`src/rslk_pkg.sv`:
```
// ----------------------------------------------------------------------------
// rslk_pkg
// Shared types and constants for the RS-485 link detect and hold timer.
// ----------------------------------------------------------------------------
package rslk_pkg;

    localparam int CNT_W     = 16;
    localparam int CFG_IDX_W = 2;
    localparam int CFG_DAT_W = 16;
    localparam int TDATA_W   = 8;

    localparam logic [CNT_W-1:0] HOLD_MARGIN     = 16'd100;
    localparam logic [CNT_W-1:0] CNT_MAX         = 16'hFFFF;
    localparam logic [CNT_W-1:0] SETTLE_RST      = 16'd1000;
    localparam logic             NONSTD_RST      = 1'b0;

    // register indexes on the configuration port
    localparam logic [CFG_IDX_W-1:0] CFG_SETTLE_TICKS = 2'd0;
    localparam logic [CFG_IDX_W-1:0] CFG_NONSTD_LEVEL = 2'd1;

    typedef struct packed {
        logic restart_settle;
        logic transmitting;
        logic master_mode;
        logic sense_level;
    } tick_t;

    typedef struct packed {
        logic hold_ready;
        logic link_latched_now;
        logic link_nonstandard;
    } result_t;

    typedef struct packed {
        logic                 wr_en;
        logic [CFG_IDX_W-1:0] index;
        logic [CFG_DAT_W-1:0] data;
    } cfg_wr_t;

endpackage

```
`src/rslk_core.sv`:
```
// ----------------------------------------------------------------------------
// rslk_core
// Link state, hold timer and configuration registers; one tick per enable.
// ----------------------------------------------------------------------------
module rslk_core (
    input  logic             aclk,
    input  logic             aresetn,
    input  rslk_pkg::cfg_wr_t cfg,
    input  logic             step_en,
    input  rslk_pkg::tick_t  tick,
    output rslk_pkg::result_t result
);
    import rslk_pkg::*;

    logic [CNT_W-1:0] settle_ticks_reg;
    logic             nonstd_level_reg;

    logic             last_level_reg,   last_level_next;
    logic [CNT_W-1:0] settle_count_reg, settle_count_next;
    logic             link_kind_reg,    link_kind_next;
    logic             hold_flag_reg,    hold_flag_next;
    logic [CNT_W-1:0] hold_count_reg,   hold_count_next;
    logic             last_mode_reg,    last_mode_next;
    logic             latched;

    logic [CNT_W:0]   tx_sum;
    logic [CNT_W-1:0] tx_lim;
    logic [CNT_W-1:0] rx_lim;

    // hold limits, saturated at both ends
    assign tx_sum = {1'b0, settle_ticks_reg} + {1'b0, HOLD_MARGIN};
    assign tx_lim = tx_sum[CNT_W] ? CNT_MAX : tx_sum[CNT_W-1:0];
    assign rx_lim = (settle_ticks_reg < HOLD_MARGIN) ? '0 : settle_ticks_reg - HOLD_MARGIN;

    always_comb begin
        last_level_next   = last_level_reg;
        settle_count_next = settle_count_reg;
        link_kind_next    = link_kind_reg;
        hold_flag_next    = hold_flag_reg;
        hold_count_next   = hold_count_reg;
        last_mode_next    = tick.master_mode;
        latched           = 1'b0;

        if (tick.restart_settle || (tick.master_mode != last_mode_reg)) begin
            settle_count_next = '0;
        end

        if (!tick.master_mode) begin
            if (tick.sense_level != last_level_reg) begin
                settle_count_next = '0;
                last_level_next   = tick.sense_level;
            end
            if (settle_count_next < settle_ticks_reg) begin
                settle_count_next = settle_count_next + 1'b1;
                if (settle_count_next >= settle_ticks_reg) begin
                    link_kind_next = (tick.sense_level == nonstd_level_reg);
                    latched        = 1'b1;
                end
            end
            hold_flag_next  = 1'b0;
            hold_count_next = '0;
        end else if (!tick.transmitting) begin
            if (hold_flag_reg) begin
                if (hold_count_reg < rx_lim) begin
                    hold_count_next = hold_count_reg + 1'b1;
                end else begin
                    hold_flag_next  = 1'b0;
                    hold_count_next = '0;
                end
            end else begin
                hold_count_next = '0;
            end
        end else begin
            if (!hold_flag_reg) begin
                if (hold_count_reg < tx_lim) begin
                    hold_count_next = hold_count_reg + 1'b1;
                end else begin
                    hold_flag_next  = 1'b1;
                    hold_count_next = '0;
                end
            end else begin
                hold_count_next = '0;
            end
        end
    end

    assign result.link_nonstandard = link_kind_next;
    assign result.link_latched_now = latched;
    assign result.hold_ready       = hold_flag_next;

    always_ff @(posedge aclk) begin
        if (!aresetn) begin
            settle_ticks_reg <= SETTLE_RST;
            nonstd_level_reg <= NONSTD_RST;
        end else if (cfg.wr_en) begin
            case (cfg.index)
                CFG_SETTLE_TICKS: settle_ticks_reg <= cfg.data[CNT_W-1:0];
                CFG_NONSTD_LEVEL: nonstd_level_reg <= cfg.data[0];
                default: ;
            endcase
        end
    end

    always_ff @(posedge aclk) begin
        if (!aresetn) begin
            last_level_reg   <= 1'b0;
            settle_count_reg <= '0;
            link_kind_reg    <= 1'b0;
            hold_flag_reg    <= 1'b0;
            hold_count_reg   <= '0;
            last_mode_reg    <= 1'b0;
        end else if (step_en) begin
            last_level_reg   <= last_level_next;
            settle_count_reg <= settle_count_next;
            link_kind_reg    <= link_kind_next;
            hold_flag_reg    <= hold_flag_next;
            hold_count_reg   <= hold_count_next;
            last_mode_reg    <= last_mode_next;
        end
    end

endmodule

```
`src/rs485_link_detect_and_hold_timer.sv`:
```
// ----------------------------------------------------------------------------
// rs485_link_detect_and_hold_timer
// RS-485 connection-sense debounce, link kind latch and master hold timer.
// ----------------------------------------------------------------------------
// Each request on the slave stream is one timer tick; each tick yields exactly
// one result on the master stream. A tick is taken into an input register,
// the link and hold state is updated by a single pass of counter and compare
// logic, and the result lands in an output register. The block takes one
// tick per clock cycle while the result stream does not stall. A tick
// passes the input register, then the output register, before its result
// is valid. The input side stays ready while a result waits, as long as
// the input register can move forward in the same cycle. Write settle_ticks
// and nonstd_level only while no tick is in flight.
// ----------------------------------------------------------------------------
module rs485_link_detect_and_hold_timer (
    input  logic                              aclk,
    input  logic                              aresetn,
    // configuration write port
    input  logic                              cfg_wr_en,
    input  logic [rslk_pkg::CFG_IDX_W-1:0]    cfg_wr_index,
    input  logic [rslk_pkg::CFG_DAT_W-1:0]    cfg_wr_data,
    // tick stream
    input  logic                              s_tvalid,
    output logic                              s_tready,
    // [0] sense_level, [1] master_mode, [2] transmitting, [3] restart_settle
    input  logic [rslk_pkg::TDATA_W-1:0]      s_tdata,
    // result stream
    output logic                              m_tvalid,
    input  logic                              m_tready,
    // [0] link_nonstandard, [1] link_latched_now, [2] hold_ready
    output logic [rslk_pkg::TDATA_W-1:0]      m_tdata
);
    import rslk_pkg::*;

    logic    in_valid_reg;
    tick_t   in_tick_reg;
    logic    out_valid_reg;
    result_t out_res_reg;
    result_t step_res;
    cfg_wr_t cfg;
    logic    advance;

    // Move the held tick into the result register when that slot is free
    // or drains this cycle.
    assign advance  = in_valid_reg && (!out_valid_reg || m_tready);
    assign s_tready = !in_valid_reg || advance;

    assign cfg.wr_en = cfg_wr_en;
    assign cfg.index = cfg_wr_index;
    assign cfg.data  = cfg_wr_data;

    // Hold the accepted tick until it can advance.
    always_ff @(posedge aclk) begin
        if (!aresetn) begin
            in_valid_reg <= 1'b0;
        end else if (s_tready) begin
            in_valid_reg <= s_tvalid;
        end
    end

    always_ff @(posedge aclk) begin
        if (s_tvalid && s_tready) begin
            in_tick_reg <= s_tdata[$bits(tick_t)-1:0];
        end
    end

    // State update commits only when the tick advances.
    rslk_core u_core (
        .aclk    (aclk),
        .aresetn (aresetn),
        .cfg     (cfg),
        .step_en (advance),
        .tick    (in_tick_reg),
        .result  (step_res)
    );

    // Result register: drop on take, load on advance.
    always_ff @(posedge aclk) begin
        if (!aresetn) begin
            out_valid_reg <= 1'b0;
        end else if (advance) begin
            out_valid_reg <= 1'b1;
        end else if (m_tready) begin
            out_valid_reg <= 1'b0;
        end
    end

    always_ff @(posedge aclk) begin
        if (advance) begin
            out_res_reg <= step_res;
        end
    end

    assign m_tvalid = out_valid_reg;
    assign m_tdata  = {{(TDATA_W-$bits(result_t)){1'b0}}, out_res_reg};

endmodule
```
`config.mk`:
```
export PLATFORM = sky130hd
export DESIGN_NAME = rs485_link_detect_and_hold_timer
export DESIGN_NICKNAME = d
export VERILOG_FILES = /design/src/rslk_pkg.sv /design/src/rslk_core.sv /design/src/rs485_link_detect_and_hold_timer.sv
export SDC_FILE = /design/constraint.sdc
export NUM_CORES = 1
export LEC_CHECK = 0
export BUFFER_PORTS_ARGS = -buffer_cell sky130_fd_sc_hd__buf_2
export CORE_MARGIN = 3
export CORE_UTILIZATION = 57
export CTS_BUF_LIST = sky130_fd_sc_hd__clkbuf_4 sky130_fd_sc_hd__clkbuf_8
export DETAILED_ROUTE_END_ITERATION = 12
export PLACE_DENSITY_LB_ADDON = 0.05
export SLEW_MARGIN = 20
export SYNTH_ARGS = -nofsm -noshare
export SYNTH_HDL_FRONTEND = slang
export SYNTH_SLANG_ARGS = --single-unit
```
`constraint.sdc`:
```
create_clock -name aclk -period 9.4 [get_ports aclk]
set_input_delay 0.94 -clock aclk [delete_from_list [all_inputs] [get_ports aclk]]
set_output_delay 0.94 -clock aclk [all_outputs]
set_load 0.1 [all_outputs]
```
* After elaboration in Yosys (flattened, before gate mapping)
Cells that the tools add are included. W data, S select, Z words.
Storage, ports and cells: bits in registers 62, input bits 31, output and inout port bits 10, word-level logic and storage cells 70
Cells by class: add/subtract/negate cells 4, order comparisons 5, eq/ne operators 4, muxes and demuxes 25, bitwise gates (word level) 2, reduce and logical (&&, ||, !) cells 13
Operator list (number):
- $mux W16 | 13
- $lt A16 B16 Y1 | 3
- $add A16 B1 Y16 const B | 2
- $add A16 B7 Y17 const B | 1
- $ge A16 B16 Y1 | 1
- $lt A16 B7 Y1 const B | 1
- $sub A16 B7 Y16 const B | 1
- $mux W1 | 12
- $reduce_and A2 Y1 | 2
- $logic_or A1 B1 Y1 | 3
- $reduce_and A3 Y1 | 1
- $eq A2 B1 Y1 const B | 1
- $logic_and A1 B1 Y1 | 2
- $logic_not A1 Y1 | 2
- $logic_not A2 Y1 | 1
- $ne A1 B1 Y1 | 2
- $not A1 Y1 | 2
- $reduce_bool A2 Y1 | 1
- $reduce_or A2 Y1 | 1
- $eq A1 B1 Y1 | 1

* Logic depth before layout (Yosys ltp)
depth after elaboration 10, gate-level depth with buffers 18

* Hierarchy
A second synthesis with hierarchy kept.
Second synthesis, totals: cell total of the unflattened synthesis 668, area total of the unflattened synthesis 5286.3 um^2
By module, submodules not included:
- rslk_core | instances 1, cells each 646, area an instance 4931.0 um^2
- rs485_link_detect_and_hold_timer | instances 1, cells each 22, area an instance 355.3 um^2

* Worst setup path after synthesis
No wires, ideal clock.
path kind register -> register, start register in_tick_reg[0] (netlist name), end register out_res_reg, in the netlist m_tdata[0], data pin, library setup time 0.260 ns, data arrival time 3.831 ns, path slack 5.309 ns, cell stages (with the launch flop) 19, period minus slack after synthesis 4.091 ns, path through edfxtp_1 -> xor2_1 -> nor3_2 -> clkbuf_1 -> and2_1 -> ha_1 -> and3_1 -> and3_1 -> nand3_2 -> or3_1 -> a21oi_1 -> ha_1 -> a21o_1 -> a21oi_1 -> nor2_1 -> nor2_1 -> and4_1 -> nor3_2 -> mux2_4
On the way: longest elaborated chain between the ends 8, elaborated cells between the ends (all ways) 10, classes of those cells 1 x add/sub; 2 x order compare; 2 x eq/ne; 5 x mux
RTL lines:
- start: declaration | RTL line rs485_link_detect_and_hold_timer.sv:36 | tick_t in_tick_reg;
- start signal: assignment | RTL line rs485_link_detect_and_hold_timer.sv:63 | in_tick_reg <= s_tdata[$bits(tick_t)-1:0];
- $ne A1 B1 Y1 | RTL line rslk_core.sv:49 | if (tick.sense_level != last_level_reg) begin
- $mux W16 | RTL line rslk_core.sv:49
- $mux W16 | RTL line rslk_core.sv:48 | if (!tick.master_mode) begin
- $add A16 B1 Y16 | RTL line rslk_core.sv:54 | settle_count_next = settle_count_next + 1'b1;
- $ge A16 B16 Y1 | RTL line rslk_core.sv:55 | if (settle_count_next >= settle_ticks_reg) begin
- $mux W1 | RTL line rslk_core.sv:55
- $mux W1 * | RTL line rslk_core.sv:53 | if (settle_count_next < settle_ticks_reg) begin
- $mux W1 * | RTL line rslk_core.sv:48
- net u_core.link_kind_next | RTL line rslk_core.sv:20 | logic link_kind_reg, link_kind_next;
- end signal: assignment | RTL line rs485_link_detect_and_hold_timer.sv:90 | out_res_reg <= step_res;
- end: declaration | RTL line rs485_link_detect_and_hold_timer.sv:38 | result_t out_res_reg;
The timed path passes the listed nets; every way through them passes the cells marked *. The select of a mux whose other input is x is not followed. A chain may end at the register's enable or synchronous reset.

* Final worst setup path
start register in_tick_reg[1] (netlist name), end register out_res_reg, in the netlist m_tdata[0], data pin
On the way: longest elaborated chain between the ends 10, elaborated cells between the ends (all ways) 11, classes of those cells 1 x add/sub; 2 x order compare; 1 x eq/ne; 6 x mux; 1 x reduce/logical
RTL lines:
- $ne A1 B1 Y1 | RTL line rslk_core.sv:44 | if (tick.restart_settle || (tick.master_mode != last_mode_reg)) begin
- $logic_or A1 B1 Y1 | RTL line rslk_core.sv:44
- $mux W16 | RTL line rslk_core.sv:44
- $mux W16 | RTL line rslk_core.sv:49
- $mux W16 | RTL line rslk_core.sv:48
- $add A16 B1 Y16 | RTL line rslk_core.sv:54
- $ge A16 B16 Y1 | RTL line rslk_core.sv:55
- $mux W1 | RTL line rslk_core.sv:55
- $mux W1 | RTL line rslk_core.sv:53
- $mux W1 * | RTL line rslk_core.sv:48
- net u_core.link_kind_next | RTL line rslk_core.sv:20
Marks and branches as above.

==> results.py <==
metrics = {
    "status": {
        "status": "complete, no violations",
    },
    "layout": {
        "num_antenna_cells": 0,
        "mostFrequentLayoutCell": "nand2_1",
        "multi_input_area_sq_um": 3490,
        "layout.nets": 757,
        "most-common-layout-cells": "nand2_1, ha_1, dfxtp_1",
        "final_cells": 771,
        "areaGrowthSynthToFinish_pct": 8.01,
        "regArea_sq_um": 1310,
        "fillers": 737,
        "fin_util": 0.650,
        "drive_gt1_frac": 0.101,
    },
    "sta": {
        "fin_crit_sh": 0.558,
        "worst_slack_ns": 4.16,
        "fin_tns_setup_ns": 0,
        "fin_crit_ns": 5.24,
        "clock_skew_ns": 0.0177,
        "hold_violations": 0,
        "slew_headroom": 0.309,
        "worst_slew_pin_slew_ns": 1.03,
        "rsz0062_at_grt": "no",
        "setup_viol": 0,
        "fmax_ghz": 0.191,
        "finalMaxSlewViolations": 0,
    },
    "floorplanning": {
        "start_util": 0.602,
        "die_h_um": 100,
        "die_w_um": 100,
        "ios": 41,
        "core_area_sq_um": 8380,
        "dieArea_sq_um": 10000,
        "rows": 33,
    },
    "critical_path": {
        "r2r_cells": 18,
        "path_class": "reg -> reg",
        "cp.required_ns": 9.51,
        "critPathMaxFanout": 18,
        "start_kind": "flip-flop",
        "arrival_ns": 5.35,
        "reg2reg_from": "in_tick_reg[1]",
        "end_kind": "flip-flop",
        "cp-startpoint": "in_tick_reg[1]",
    },
    "logic_synthesis": {
        "ys_ff_latch": 62,
        "synth_top_flop_cell": "dfxtp_1",
        "yosys.area.top_type": "dfxtp_1",
        "synth_cell_types": 63,
        "yosysSeqAreaShare": 0.260,
        "ys_warn_count": 0,
        "netlist_instances": 647,
        "synthTopCellsByArea": "dfxtp_1, ha_1, nand2_1",
        "synth_edf_count": 7,
        "avgSynthCellArea_sq_um": 7.79,
        "syn_area_sq_um": 5040,
        "synth_top_area_share": 0.218,
        "synth-async-reset-ratio": 0,
    },
    "power": {
        "total_power_uw": 659,
        "cellLeakagePower_nw": 2.32,
        "ir_worst_vdd_mv": 0.0835,
        "power_density_nw_per_um2": 121,
    },
    "cts": {
        "clock_path_buffers": 2,
        "tritoncts": "built",
        "root_buffer": "clkbuf_8",
        "hold_buffers": 0,
        "cts_sinks": 62,
        "path_clk_slew_ns": 0.07,
        "clkLatencyLatePin_ns": 0.36,
        "ctsResizeCount": 0,
        "cts.htree.levels": 3,
        "postCtsSetupBuffers": 0,
        "cts_buffers": 9,
    },
    "drt": {
        "drcViolationCount": 0,
        "dr.pass1.iters": 5,
        "final_antenna_net_count": 0,
        "wirelength_um": 12700,
        "drtIter0Drc": 280,
        "vias_per_cell": 6.15,
        "wl_per_cell_um": 16.5,
        "vias": 4745,
    },
    "min_path": {
        "hold_path_depth": 2,
        "min_path_type": "reg -> reg",
        "hp-start": "u_core.link_kind_reg",
    },
    "global_route": {
        "grt_pass1_wl_um": 21000,
        "grt_pass1_vias": 4320,
        "antenna_found_initial": 0,
        "globalRouteTotalUtil": 0.263,
        "grt_max_degree": 30,
        "grt_overflow": 0,
    },
    "place": {
        "port_buffers": 31,
        "place_inst": 755,
        "dp_slack_ns": 4.20,
        "dpl.hpwl_um": 9530,
        "gp_congestion": 0.906,
    },
    "job": {
        "drv_cap": 0,
    },
}
==> layout make-up <==
| type | instances | share of cell area |
|---|---|---|
| well taps | 105 | 0.0241 |
| clock buffers | 13 | 0.0317 |
| inverters | 25 | 0.0172 |
| flip-flops and latches | 62 | 0.241 |
| clock inverters | 3 | 0.0119 |
| multi-input cells | 529 | 0.642 |
| repair buffers | 34 | 0.0326 |
==> worst paths after layout <==
| kind | end | slack, ns |
|---|---|---|
| max | m_tdata[0] | 4.16 |
| min | u_core.link_kind_reg | 0.47 |
| max reg2reg | m_tdata[0] | 4.16 |
| min reg2reg | u_core.link_kind_reg | 0.47 |
==> cells by family (layout without fill, tap and decap cells) <==
group                    after synthesis  in the layout  synth area share
AO/OA/AOI/OAI                        140            140             0.178
XOR/XNOR                              28             28            0.0486
adder cells (fa/ha/maj)               66             66             0.164
buffers and inverters                 60             75            0.0526
flip-flops                            62             62             0.260
multiplexers                           8              8            0.0169
other                                  1              5          0.000744
AND/OR/NAND/NOR                      282            282             0.280
==> per-layer routing <==
layer / GRT usage / share of wire / vias up
li1: - / - / 2366
met5: 0 / 0 / -
met3: 0.0493 / 0.072 / 19
met4: 0.0736 / 0.011 / 0
met1: 0.381 / 0.48 / 2194
met2: 0.400 / 0.44 / 166
==> cell usage after synthesis (19+ instances only) <==
library cell  number
a21oi_1           43
clkbuf_1          21
dfxtp_1           55
ha_1              65
inv_1             24
nand2_1           93
nand3_1           31
nor2_1            54
o21ai_0           30
xnor2_1           19
==> worst max-delay path, cell delays in order (launching register included) <==
cell and delay, ns:
edfxtp_1 0.72, xor2_1 0.20, nor3_2 0.81, nand2_1 0.22, inv_1 0.16, ha_1 0.22, and3_1 0.24, and3_1 0.23
nand3_2 0.17, or3_1 0.39, a21oi_1 0.21, ha_1 0.29, a21o_1 0.18, a21oi_1 0.15, nor2_1 0.06, nor2_1 0.09
and4_1 0.29, nor3_2 0.08, mux2_4 0.32
==> power by group <==
| group | leakage, nW | internal, mW | switching [mW] |
|---|---|---|---|
| clock network | 0.123 | 0.174 | 0.115 |
| registers | 0.513 | 0.273 | 0.00791 |
| logic | 1.68 | 0.0267 | 0.0626 |
| total | 2.32 | 0.474 | 0.185 |
==> metrics by stage <==
step / area, sq um / hold slack [ns]
3_5_place_dp: 5200 / 0.458
3_3_place_gp: 5200 / 0.447
2_1_floorplan: 5060 / 0.434
6_report: 5450 / 0.466
5_1_grt: 5450 / 0.500
4_1_cts: 5440 / 0.469
No activity file was read; power rests on OpenSTA's default activity.
